[config.mk]
export PLATFORM = sky130hd
export DESIGN_NAME = circular_linked_queue_manager
export DESIGN_NICKNAME = d
export VERILOG_FILES = /design/src/hw/rtl/clq_pkg.sv /design/src/hw/rtl/clq_datapath.sv /design/src/hw/rtl/clq_ctrl.sv /design/src/hw/rtl/circular_linked_queue_manager.sv
export SDC_FILE = /design/constraint.sdc
export NUM_CORES = 1
export LEC_CHECK = 0
export ABC_AREA = 1
export BUFFER_PORTS_ARGS = -buffer_cell sky130_fd_sc_hd__buf_2
export CORE_MARGIN = 10
export CORE_UTILIZATION = 30
export CTS_BUF_LIST = sky130_fd_sc_hd__clkbuf_8
export CTS_CLUSTER_DIAMETER = 60
export CTS_CLUSTER_SIZE = 40
export DETAILED_ROUTE_END_ITERATION = 10
export PLACE_DENSITY_LB_ADDON = 0.1
export REMOVE_ABC_BUFFERS = 1
export SYNTH_ARGS = -nofsm -noshare
export SYNTH_HDL_FRONTEND = slang
export SYNTH_SLANG_ARGS = --single-unit
[constraint.sdc]
create_clock -name clk -period 1.9 [get_ports clk]
set_input_delay 0.095 -clock clk [delete_from_list [all_inputs] [get_ports clk]]
set_output_delay 0.095 -clock clk [all_outputs]
set_load 0.05 [all_outputs]
[src/hw/rtl/clq_pkg.sv]
// Package for the circular linked queue manager: request/response payload types,
// request and status codes, controller state and control/status structs.
// No dependencies.
package clq_pkg;

  localparam int IDX_W     = 4;
  localparam int IDX_SPAN  = 1 << IDX_W;
  localparam int STATUS_W  = 3;
  localparam int COUNT_W   = 5;

  localparam logic [1:0] REQ_APPEND = 2'd0;
  localparam logic [1:0] REQ_REMOVE = 2'd1;
  localparam logic [1:0] REQ_SIZE   = 2'd2;

  localparam logic [STATUS_W-1:0] ST_OK      = 3'd0;
  localparam logic [STATUS_W-1:0] ST_EMPTY   = 3'd1;
  localparam logic [STATUS_W-1:0] ST_NULL    = 3'd2;
  localparam logic [STATUS_W-1:0] ST_LINKED  = 3'd3;
  localparam logic [STATUS_W-1:0] ST_MISSING = 3'd4;

  typedef struct packed {
    logic [1:0]       req_type;
    logic             elem_present;
    logic [IDX_W-1:0] elem_index;
  } clq_in_t;

  typedef struct packed {
    logic [STATUS_W-1:0] status;
    logic [COUNT_W-1:0]  queue_count;
    logic [IDX_W-1:0]    head_index;
    logic                queue_nonempty;
  } clq_out_t;

  typedef enum logic [1:0] {
    S_IDLE,
    S_APP_A,
    S_APP_B,
    S_REM
  } clq_state_t;

  // controller -> datapath
  typedef struct packed {
    logic capture;
    logic app_a;
    logic app_b;
    logic rem;
  } clq_cmd_t;

  // datapath -> controller
  typedef struct packed {
    logic go_append;
    logic go_remove;
  } clq_stat_t;

endpackage

[src/hw/rtl/clq_datapath.sv]
// Datapath of the circular linked queue manager: link memories, membership
// flags, head/tail/count registers and request classification.
// Depends on clq_pkg.
module clq_datapath #(
  parameter int POOL_ENTRIES = 16
) (
  input  logic             clk,
  input  logic             rst_n,
  input  clq_pkg::clq_in_t in_req,
  input  clq_pkg::clq_cmd_t cmd,
  output clq_pkg::clq_stat_t stat,
  output clq_pkg::clq_out_t out_rsp
);
  import clq_pkg::*;

  localparam int DEPTH = (POOL_ENTRIES < IDX_SPAN) ? POOL_ENTRIES : IDX_SPAN;
  localparam int AW    = $clog2(DEPTH);
  localparam int CW    = $clog2(DEPTH + 1);

  logic [AW-1:0] next_mem [DEPTH];
  logic [AW-1:0] prev_mem [DEPTH];
  logic [AW-1:0] next_rd_r, prev_rd_r;

  logic [DEPTH-1:0]    member_r, member_nxt;
  logic [AW-1:0]       head_r, head_nxt;
  logic [AW-1:0]       tail_r, tail_nxt;
  logic                head_valid_r, head_valid_nxt;
  logic [CW-1:0]       count_r, count_nxt;
  logic [AW-1:0]       elem_r;
  logic [STATUS_W-1:0] status_r, status_nxt;

  logic          usable;
  logic [AW-1:0] in_idx;
  logic          in_member;
  logic [AW-1:0] rd_addr;
  logic [AW-1:0] tail_sel, head_sel;
  logic          nxt_we, prv_we;
  logic [AW-1:0] nxt_wa, nxt_wd, prv_wa, prv_wd;

  assign in_idx    = in_req.elem_index[AW-1:0];
  assign usable    = in_req.elem_present && (int'(in_req.elem_index) < POOL_ENTRIES);
  assign in_member = member_r[in_idx];
  assign tail_sel  = head_valid_r ? tail_r : elem_r;
  assign head_sel  = head_valid_r ? head_r : elem_r;
  assign rd_addr   = cmd.capture ? in_idx : elem_r;

  // classify request
  always_comb begin
    stat       = '0;
    status_nxt = ST_OK;
    unique case (in_req.req_type)
      REQ_APPEND: begin
        if (!usable) begin
          status_nxt = ST_NULL;
        end else if (in_member) begin
          status_nxt = ST_LINKED;
        end else begin
          stat.go_append = 1'b1;
        end
      end
      REQ_REMOVE: begin
        if (!head_valid_r) begin
          status_nxt = ST_EMPTY;
        end else if (!usable) begin
          status_nxt = ST_NULL;
        end else if (!in_member) begin
          status_nxt = ST_MISSING;
        end else begin
          stat.go_remove = 1'b1;
        end
      end
      default: status_nxt = ST_OK;
    endcase
  end

  // link write ports
  always_comb begin
    nxt_we = 1'b0;
    nxt_wa = elem_r;
    nxt_wd = elem_r;
    prv_we = 1'b0;
    prv_wa = elem_r;
    prv_wd = elem_r;
    if (cmd.app_a) begin
      nxt_we = 1'b1; nxt_wa = tail_sel; nxt_wd = elem_r;
      prv_we = 1'b1; prv_wa = elem_r;   prv_wd = tail_sel;
    end else if (cmd.app_b) begin
      nxt_we = 1'b1; nxt_wa = elem_r;   nxt_wd = head_sel;
      prv_we = 1'b1; prv_wa = head_sel; prv_wd = elem_r;
    end else if (cmd.rem) begin
      nxt_we = 1'b1; nxt_wa = prev_rd_r; nxt_wd = next_rd_r;
      prv_we = 1'b1; prv_wa = next_rd_r; prv_wd = prev_rd_r;
    end
  end

  always_ff @(posedge clk) begin
    if (nxt_we) begin
      next_mem[nxt_wa] <= nxt_wd;
    end
    if (prv_we) begin
      prev_mem[prv_wa] <= prv_wd;
    end
    next_rd_r <= next_mem[rd_addr];
    prev_rd_r <= prev_mem[rd_addr];
  end

  // queue bookkeeping
  always_comb begin
    member_nxt     = member_r;
    head_nxt       = head_r;
    tail_nxt       = tail_r;
    head_valid_nxt = head_valid_r;
    count_nxt      = count_r;
    if (cmd.app_b) begin
      member_nxt[elem_r] = 1'b1;
      head_nxt           = head_sel;
      tail_nxt           = elem_r;
      head_valid_nxt     = 1'b1;
      count_nxt          = count_r + CW'(1);
    end else if (cmd.rem) begin
      member_nxt[elem_r] = 1'b0;
      if (count_r != '0) begin
        count_nxt = count_r - CW'(1);
      end
      if (elem_r == tail_r) begin
        tail_nxt = prev_rd_r;
      end
      if (elem_r == head_r) begin
        if (next_rd_r == elem_r) begin
          head_valid_nxt = 1'b0;
          head_nxt       = '0;
          count_nxt      = '0;
        end else begin
          head_nxt = next_rd_r;
        end
      end
    end
  end

  always_ff @(posedge clk) begin
    if (!rst_n) begin
      member_r     <= '0;
      head_r       <= '0;
      tail_r       <= '0;
      head_valid_r <= 1'b0;
      count_r      <= '0;
    end else begin
      member_r     <= member_nxt;
      head_r       <= head_nxt;
      tail_r       <= tail_nxt;
      head_valid_r <= head_valid_nxt;
      count_r      <= count_nxt;
    end
  end

  always_ff @(posedge clk) begin
    if (cmd.capture) begin
      elem_r   <= in_idx;
      status_r <= status_nxt;
    end
  end

  assign out_rsp.status         = status_r;
  assign out_rsp.queue_count    = COUNT_W'(count_r);
  assign out_rsp.head_index     = head_valid_r ? IDX_W'(head_r) : '0;
  assign out_rsp.queue_nonempty = head_valid_r;

endmodule

[src/hw/rtl/clq_ctrl.sv]
// Controller of the circular linked queue manager: sequences append and
// remove link updates and raises the result strobe. Depends on clq_pkg.
module clq_ctrl (
  input  logic               clk,
  input  logic               rst_n,
  input  logic               start,
  input  clq_pkg::clq_stat_t stat,
  output clq_pkg::clq_cmd_t  cmd,
  output logic               busy,
  output logic               out_valid
);
  import clq_pkg::*;

  clq_state_t state_r, state_nxt;
  logic       out_valid_r, out_valid_nxt;

  always_ff @(posedge clk) begin
    if (!rst_n) begin
      state_r     <= S_IDLE;
      out_valid_r <= 1'b0;
    end else begin
      state_r     <= state_nxt;
      out_valid_r <= out_valid_nxt;
    end
  end

  always_comb begin
    state_nxt     = state_r;
    out_valid_nxt = 1'b0;
    cmd           = '0;
    unique case (state_r)
      S_IDLE: begin
        if (start) begin
          cmd.capture = 1'b1;
          if (stat.go_append) begin
            state_nxt = S_APP_A;
          end else if (stat.go_remove) begin
            state_nxt = S_REM;
          end else begin
            out_valid_nxt = 1'b1;
          end
        end
      end
      S_APP_A: begin
        cmd.app_a = 1'b1;
        state_nxt = S_APP_B;
      end
      S_APP_B: begin
        cmd.app_b     = 1'b1;
        out_valid_nxt = 1'b1;
        state_nxt     = S_IDLE;
      end
      S_REM: begin
        cmd.rem       = 1'b1;
        out_valid_nxt = 1'b1;
        state_nxt     = S_IDLE;
      end
      default: state_nxt = S_IDLE;
    endcase
  end

  assign busy      = (state_r != S_IDLE);
  assign out_valid = out_valid_r;

endmodule

[src/hw/rtl/circular_linked_queue_manager.sv]
// Top level of the circular linked queue manager: controller plus datapath.
// Depends on clq_pkg, clq_ctrl, clq_datapath.
//
// Usage:
//   A request (in_req) is taken at a rising edge where start is high and
//   busy is low. Exactly one result follows on out_rsp, marked by a
//   one-cycle out_valid strobe; the receiver must take it in that cycle.
//   Steps from the accepting edge to the strobe:
//     size query and any rejected request: strobe register only
//     remove: link read, then link write-back
//     append: two writes to each link memory (one write port each)
//   busy is low again when the result is strobed, so a new request can be taken
//   in the same cycle that a result is strobed.
//   Reset (rst_n low, synchronous) empties the queue: membership flags,
//   head and count clear; link memories need no clearing.
//   There is no output backpressure.
module circular_linked_queue_manager #(
  parameter int POOL_ENTRIES = 16
) (
  input  logic             clk,
  input  logic             rst_n,
  input  logic             start,
  output logic             busy,
  input  clq_pkg::clq_in_t in_req,
  output logic             out_valid,
  output clq_pkg::clq_out_t out_rsp
);
  import clq_pkg::*;

  clq_cmd_t  cmd;
  clq_stat_t stat;

  clq_ctrl u_ctrl (
    .clk       (clk),
    .rst_n     (rst_n),
    .start     (start),
    .stat      (stat),
    .cmd       (cmd),
    .busy      (busy),
    .out_valid (out_valid)
  );

  clq_datapath #(
    .POOL_ENTRIES (POOL_ENTRIES)
  ) u_dp (
    .clk     (clk),
    .rst_n   (rst_n),
    .in_req  (in_req),
    .cmd     (cmd),
    .stat    (stat),
    .out_rsp (out_rsp)
  );

endmodule

==> qor.txt <==
=================================================================================================
Fraction of layout cells with a size suffix above 1                                         27.4%
Detailed-routing iteration count for the pre-antenna-repair pass                                5
Sum of negative setup slack                                                           -0.00709 ns
Share of flip-flops with an asynchronous set or reset                                          0%
Maximum vdd ir drop                                                                    0.000366 V
Vias in the first global route                                                               6361
R2r worst-path depth                                                                           12
DRC errors left                                                                                 0
Floorplan Core Area                                                                     26100 µm²
Vertical die dimension                                                                     183 µm
Final net count                                                                               974
Gate family responsible for the most delay along the worst path                      buffers and inverters
Standard cell with the maximum stage delay on the critical path                      sky130_fd_sc_hd__dfxtp_2
Max Clock Freq                                                                            524 MHz
Bufs and invs on worst path                                                                     4
Estimated wirelength of the detail-placed design                                         15600 µm
Number of distinct library cell variants in the gate-level netlist after synthesis             36
Number of antenna violations at the first check in global routing                               0
Data arrival time at the worst-slack endpoint                                             2.25 ns
CTS tree                                                                                     done
Sequential cell area fraction in the yosys report                                           60.6%
Dominant cells by area after synthesis                                               sky130_fd_sc_hd__edfxtp_1, sky130_fd_sc_hd__dfxtp_1, sky130_fd_sc_hd__nand2_1
Final routed wirelength across all metal layers                                          23400 µm
Class of the tightest hold or removal check                                                in2reg
CTS Root Cell                                                                        sky130_fd_sc_hd__clkbuf_8
Latest clock arrival within the worst-skew pair                                           0.46 ns
Kind of critical path                                                                     reg2reg
Setup WS post-layout                                                                  -0.00709 ns
Clock Skew                                                                              0.0184 ns
Power density over the cells                                                           829 nW/µm²
Average vias per placed instance                                                             4.77
CTS clock-pin slew for the worst setup and hold paths                                     0.10 ns
Number of setup violations in the final report                                                  1
Bufs on Longest Clock Path                                                                      2
Violation count after the first detailed-routing iteration                                    333
Max-cap violations                                                                              0
Weighted congestion at the end of routability-driven global placement                       0.877
Setup repair after global routing missed its margin                                           yes
H-tree depth                                                                                    4
Required time worst endpoint                                                              2.24 ns
Post-synthesis cell count                                                                     816
Category of the worst setup path capture point                                          flip-flop
DRT antenna net count                                                                           0
Number of synthesized flops with an enable pin                                                131
Worst path depth                                                                               12
Status                                                                               finished, violations left
Diode insertion count for antenna repair                                                        0
Wire length of the first global-routing pass                                             36500 µm
Final cycle utilization of the critical path                                                 100%
Most common library cells after synthesis                                            sky130_fd_sc_hd__edfxtp_1, sky130_fd_sc_hd__nand2_1, sky130_fd_sc_hd__nor2_1
Number of fill cells                                                                         2596
Die area                                                                                33500 µm²
Synth top area share                                                                        49.3%
Tightest slew margin relative to the limit                                                  73.0%
Number of max-slew violations in the final report                                               0
CTS buffer count                                                                               17
Cell taking the most area after synthesis                                            sky130_fd_sc_hd__edfxtp_1
Violations in the final reports                                                      negative setup slack
Leakage power                                                                             3.97 nW
Worst stage delay on the critical path                                                    0.34 ns
Number of synthesized register bits                                                           176
Starting utilization of the core area                                                       30.5%
Chip width                                                                                 183 µm
Top_reg_cell synth                                                                   sky130_fd_sc_hd__edfxtp_1
Final min period                                                                          1.91 ns
Worst-Margin Slew                                                                        0.402 ns
Number of cells traversed by the worst hold path                                                4
Global route overflow                                                                           0
Syn Area/Cell                                                                            9.77 µm²
Number of I/O pins                                                                             25
Avg WL per Cell                                                                           17.9 µm
Synthesized cell area                                                                    7970 µm²
Sink count of the clock tree                                                                  176
End-of-flow core utilization                                                                39.2%
Hold Fails Final Rpt                                                                            0
Pin count of the biggest net entering global routing                                           31
Kind of start point of the critical path                                                flip-flop
Number of cell rows                                                                            59
Growth of design area from synthesis to finish                                              28.3%
Yosys Warn Count                                                                                0
CP cell instances                                                                    buf_6, nor2_4, nand2_2, buf_12, nand2_4, o21ai_4, buf_12, buf_16, o211ai_1, o211ai_1, nand3_1, nand2_1
Via count                                                                                    6239
GRT Util Overall                                                                            14.1%
Critical path fanouts, max                                                                      8
Port buffer count                                                                              24
=================================================================================================
## registers in the layout (all words and copies together), names as in the netlist, named ones only
signal             count
u_ctrl.state_r         2
u_dp.prev_mem         64
u_dp.prev_rd_r         4
u_dp.count_r           5
u_dp.status_r          3
u_dp.next_rd_r         4
u_dp.next_mem         64
u_dp.elem_r            4
u_dp.head_valid_r      1
u_dp.tail_r            4
u_ctrl.out_valid       1
u_dp.head_r            4
## where the power goes
part | internal, mW | switching [mW] | leakage (nW)
Combinational | 0.613 | 0.995 | 2.24
Clock | 1.16 | 1.39 | 0.180
Sequential | 4.26 | 0.0676 | 1.56
Total | 6.03 | 2.45 | 3.97
## layout by cell type (no fill, tap or decap), drive strengths merged
| cell type | count |
|---|---|
| a21boi | 1 |
| nand2 | 133 |
| a21oi | 35 |
| xor2 | 8 |
| nor3 | 8 |
| inv | 105 |
| buf | 159 |
| nand3 | 46 |
| clkinvlp | 3 |
| ha | 2 |
| o22ai | 1 |
| bufinv | 2 |
| a31oi | 2 |
| and3 | 3 |
| or2 | 1 |
| clkinv | 6 |
| o21ai | 81 |
| dlygate4sd3 | 4 |
| nand4 | 4 |
| dfxtp | 45 |
| edfxtp | 131 |
| xnor2 | 5 |
| clkbuf | 17 |
| nor2 | 108 |
| o211ai | 62 |
| nor4 | 1 |
## logic make-up after synthesis
logic type / Yosys count / share of synthesized area [%]
and+or+nand+nor: 304 / 15.6
AOI/OAI and AO/OA: 182 / 14.0
DFF: 176 / 60.6
buffers and inverters: 139 / 7.97
xor gates and xnor gates: 13 / 1.43
adders and majority gates: 2 / 0.314
## path summary, 6_finish.rpt
path                            end              start  slack, ns
setup / recovery  u_dp.prev_rd_r[3]  u_ctrl.state_r[1]     -0.007
hold / removal     u_dp.status_r[0]          in_req[6]       0.04
setup reg to reg  u_dp.prev_rd_r[3]  u_ctrl.state_r[1]     -0.007
hold reg to reg           flip-flop          flip-flop       0.47
## metrics by stage
step / area (µm²) / cells / total power, mW / hold WS [ns] / setup slack [ns]
after detailed placement: 9160 / 1250 / 5.74 / 0.373 / -0.262
after floorplan: 7720 / 780 / 5.09 / 0.215 / -0.563
after global routing: 10200 / 1308 / 8.85 / 0.0362 / -0.138
final: 10200 / 1308 / 8.48 / 0.0354 / -0.00709
after CTS: 9970 / 1301 / 8.49 / 0.00510 / 0.00118
after global placement: 9160 / 1250 / 5.74 / 0.375 / -0.258
## metal layers
metal	routed length, µm	global-route usage, %	up-vias	part of all wire (%)
li1	-	-	3076	-
met1	11000	18.3	3025	47
met2	11400	23.8	120	49
met3	822	2.61	18	3.5
met4	233	3.54	0	1.0
met5	0	0	-	0
## repair_timing
| action | in CTS | in global routing |
|---|---|---|
| hold buffers | 4 | 0 |
| endpoints found under the setup margin | 137 | 139 |
| endpoints found under the hold margin | 9 | 0 |
| pin swaps | 21 | 16 |
| setup buffers | 12 | 7 |
| resized for setup | 53 | 61 |
| gates cloned | 5 | 0 |
## layout make-up
class	count	area (µm²)	share of cell area [%]
clock inverter	13	139	1.36
tap	335	419	4.10
timing repair buffer	163	1410	13.8
multi-input combinational	501	2790	27.3
inverter	103	394	3.85
clock buffer	17	234	2.29
sequential	176	4840	47.3
## worst reg2reg max path: stages (launching register included)
cell and delay, ns:
sky130_fd_sc_hd__dfxtp_2 0.34, sky130_fd_sc_hd__buf_6 0.11, sky130_fd_sc_hd__nor2_4 0.09, sky130_fd_sc_hd__nand2_2 0.08
sky130_fd_sc_hd__buf_12 0.15, sky130_fd_sc_hd__nand2_4 0.06, sky130_fd_sc_hd__o21ai_4 0.08, sky130_fd_sc_hd__buf_12 0.16
sky130_fd_sc_hd__buf_16 0.14, sky130_fd_sc_hd__o211ai_1 0.22, sky130_fd_sc_hd__o211ai_1 0.12, sky130_fd_sc_hd__nand3_1 0.17
sky130_fd_sc_hd__nand2_1 0.08
(Power assumes the default switching activity.)
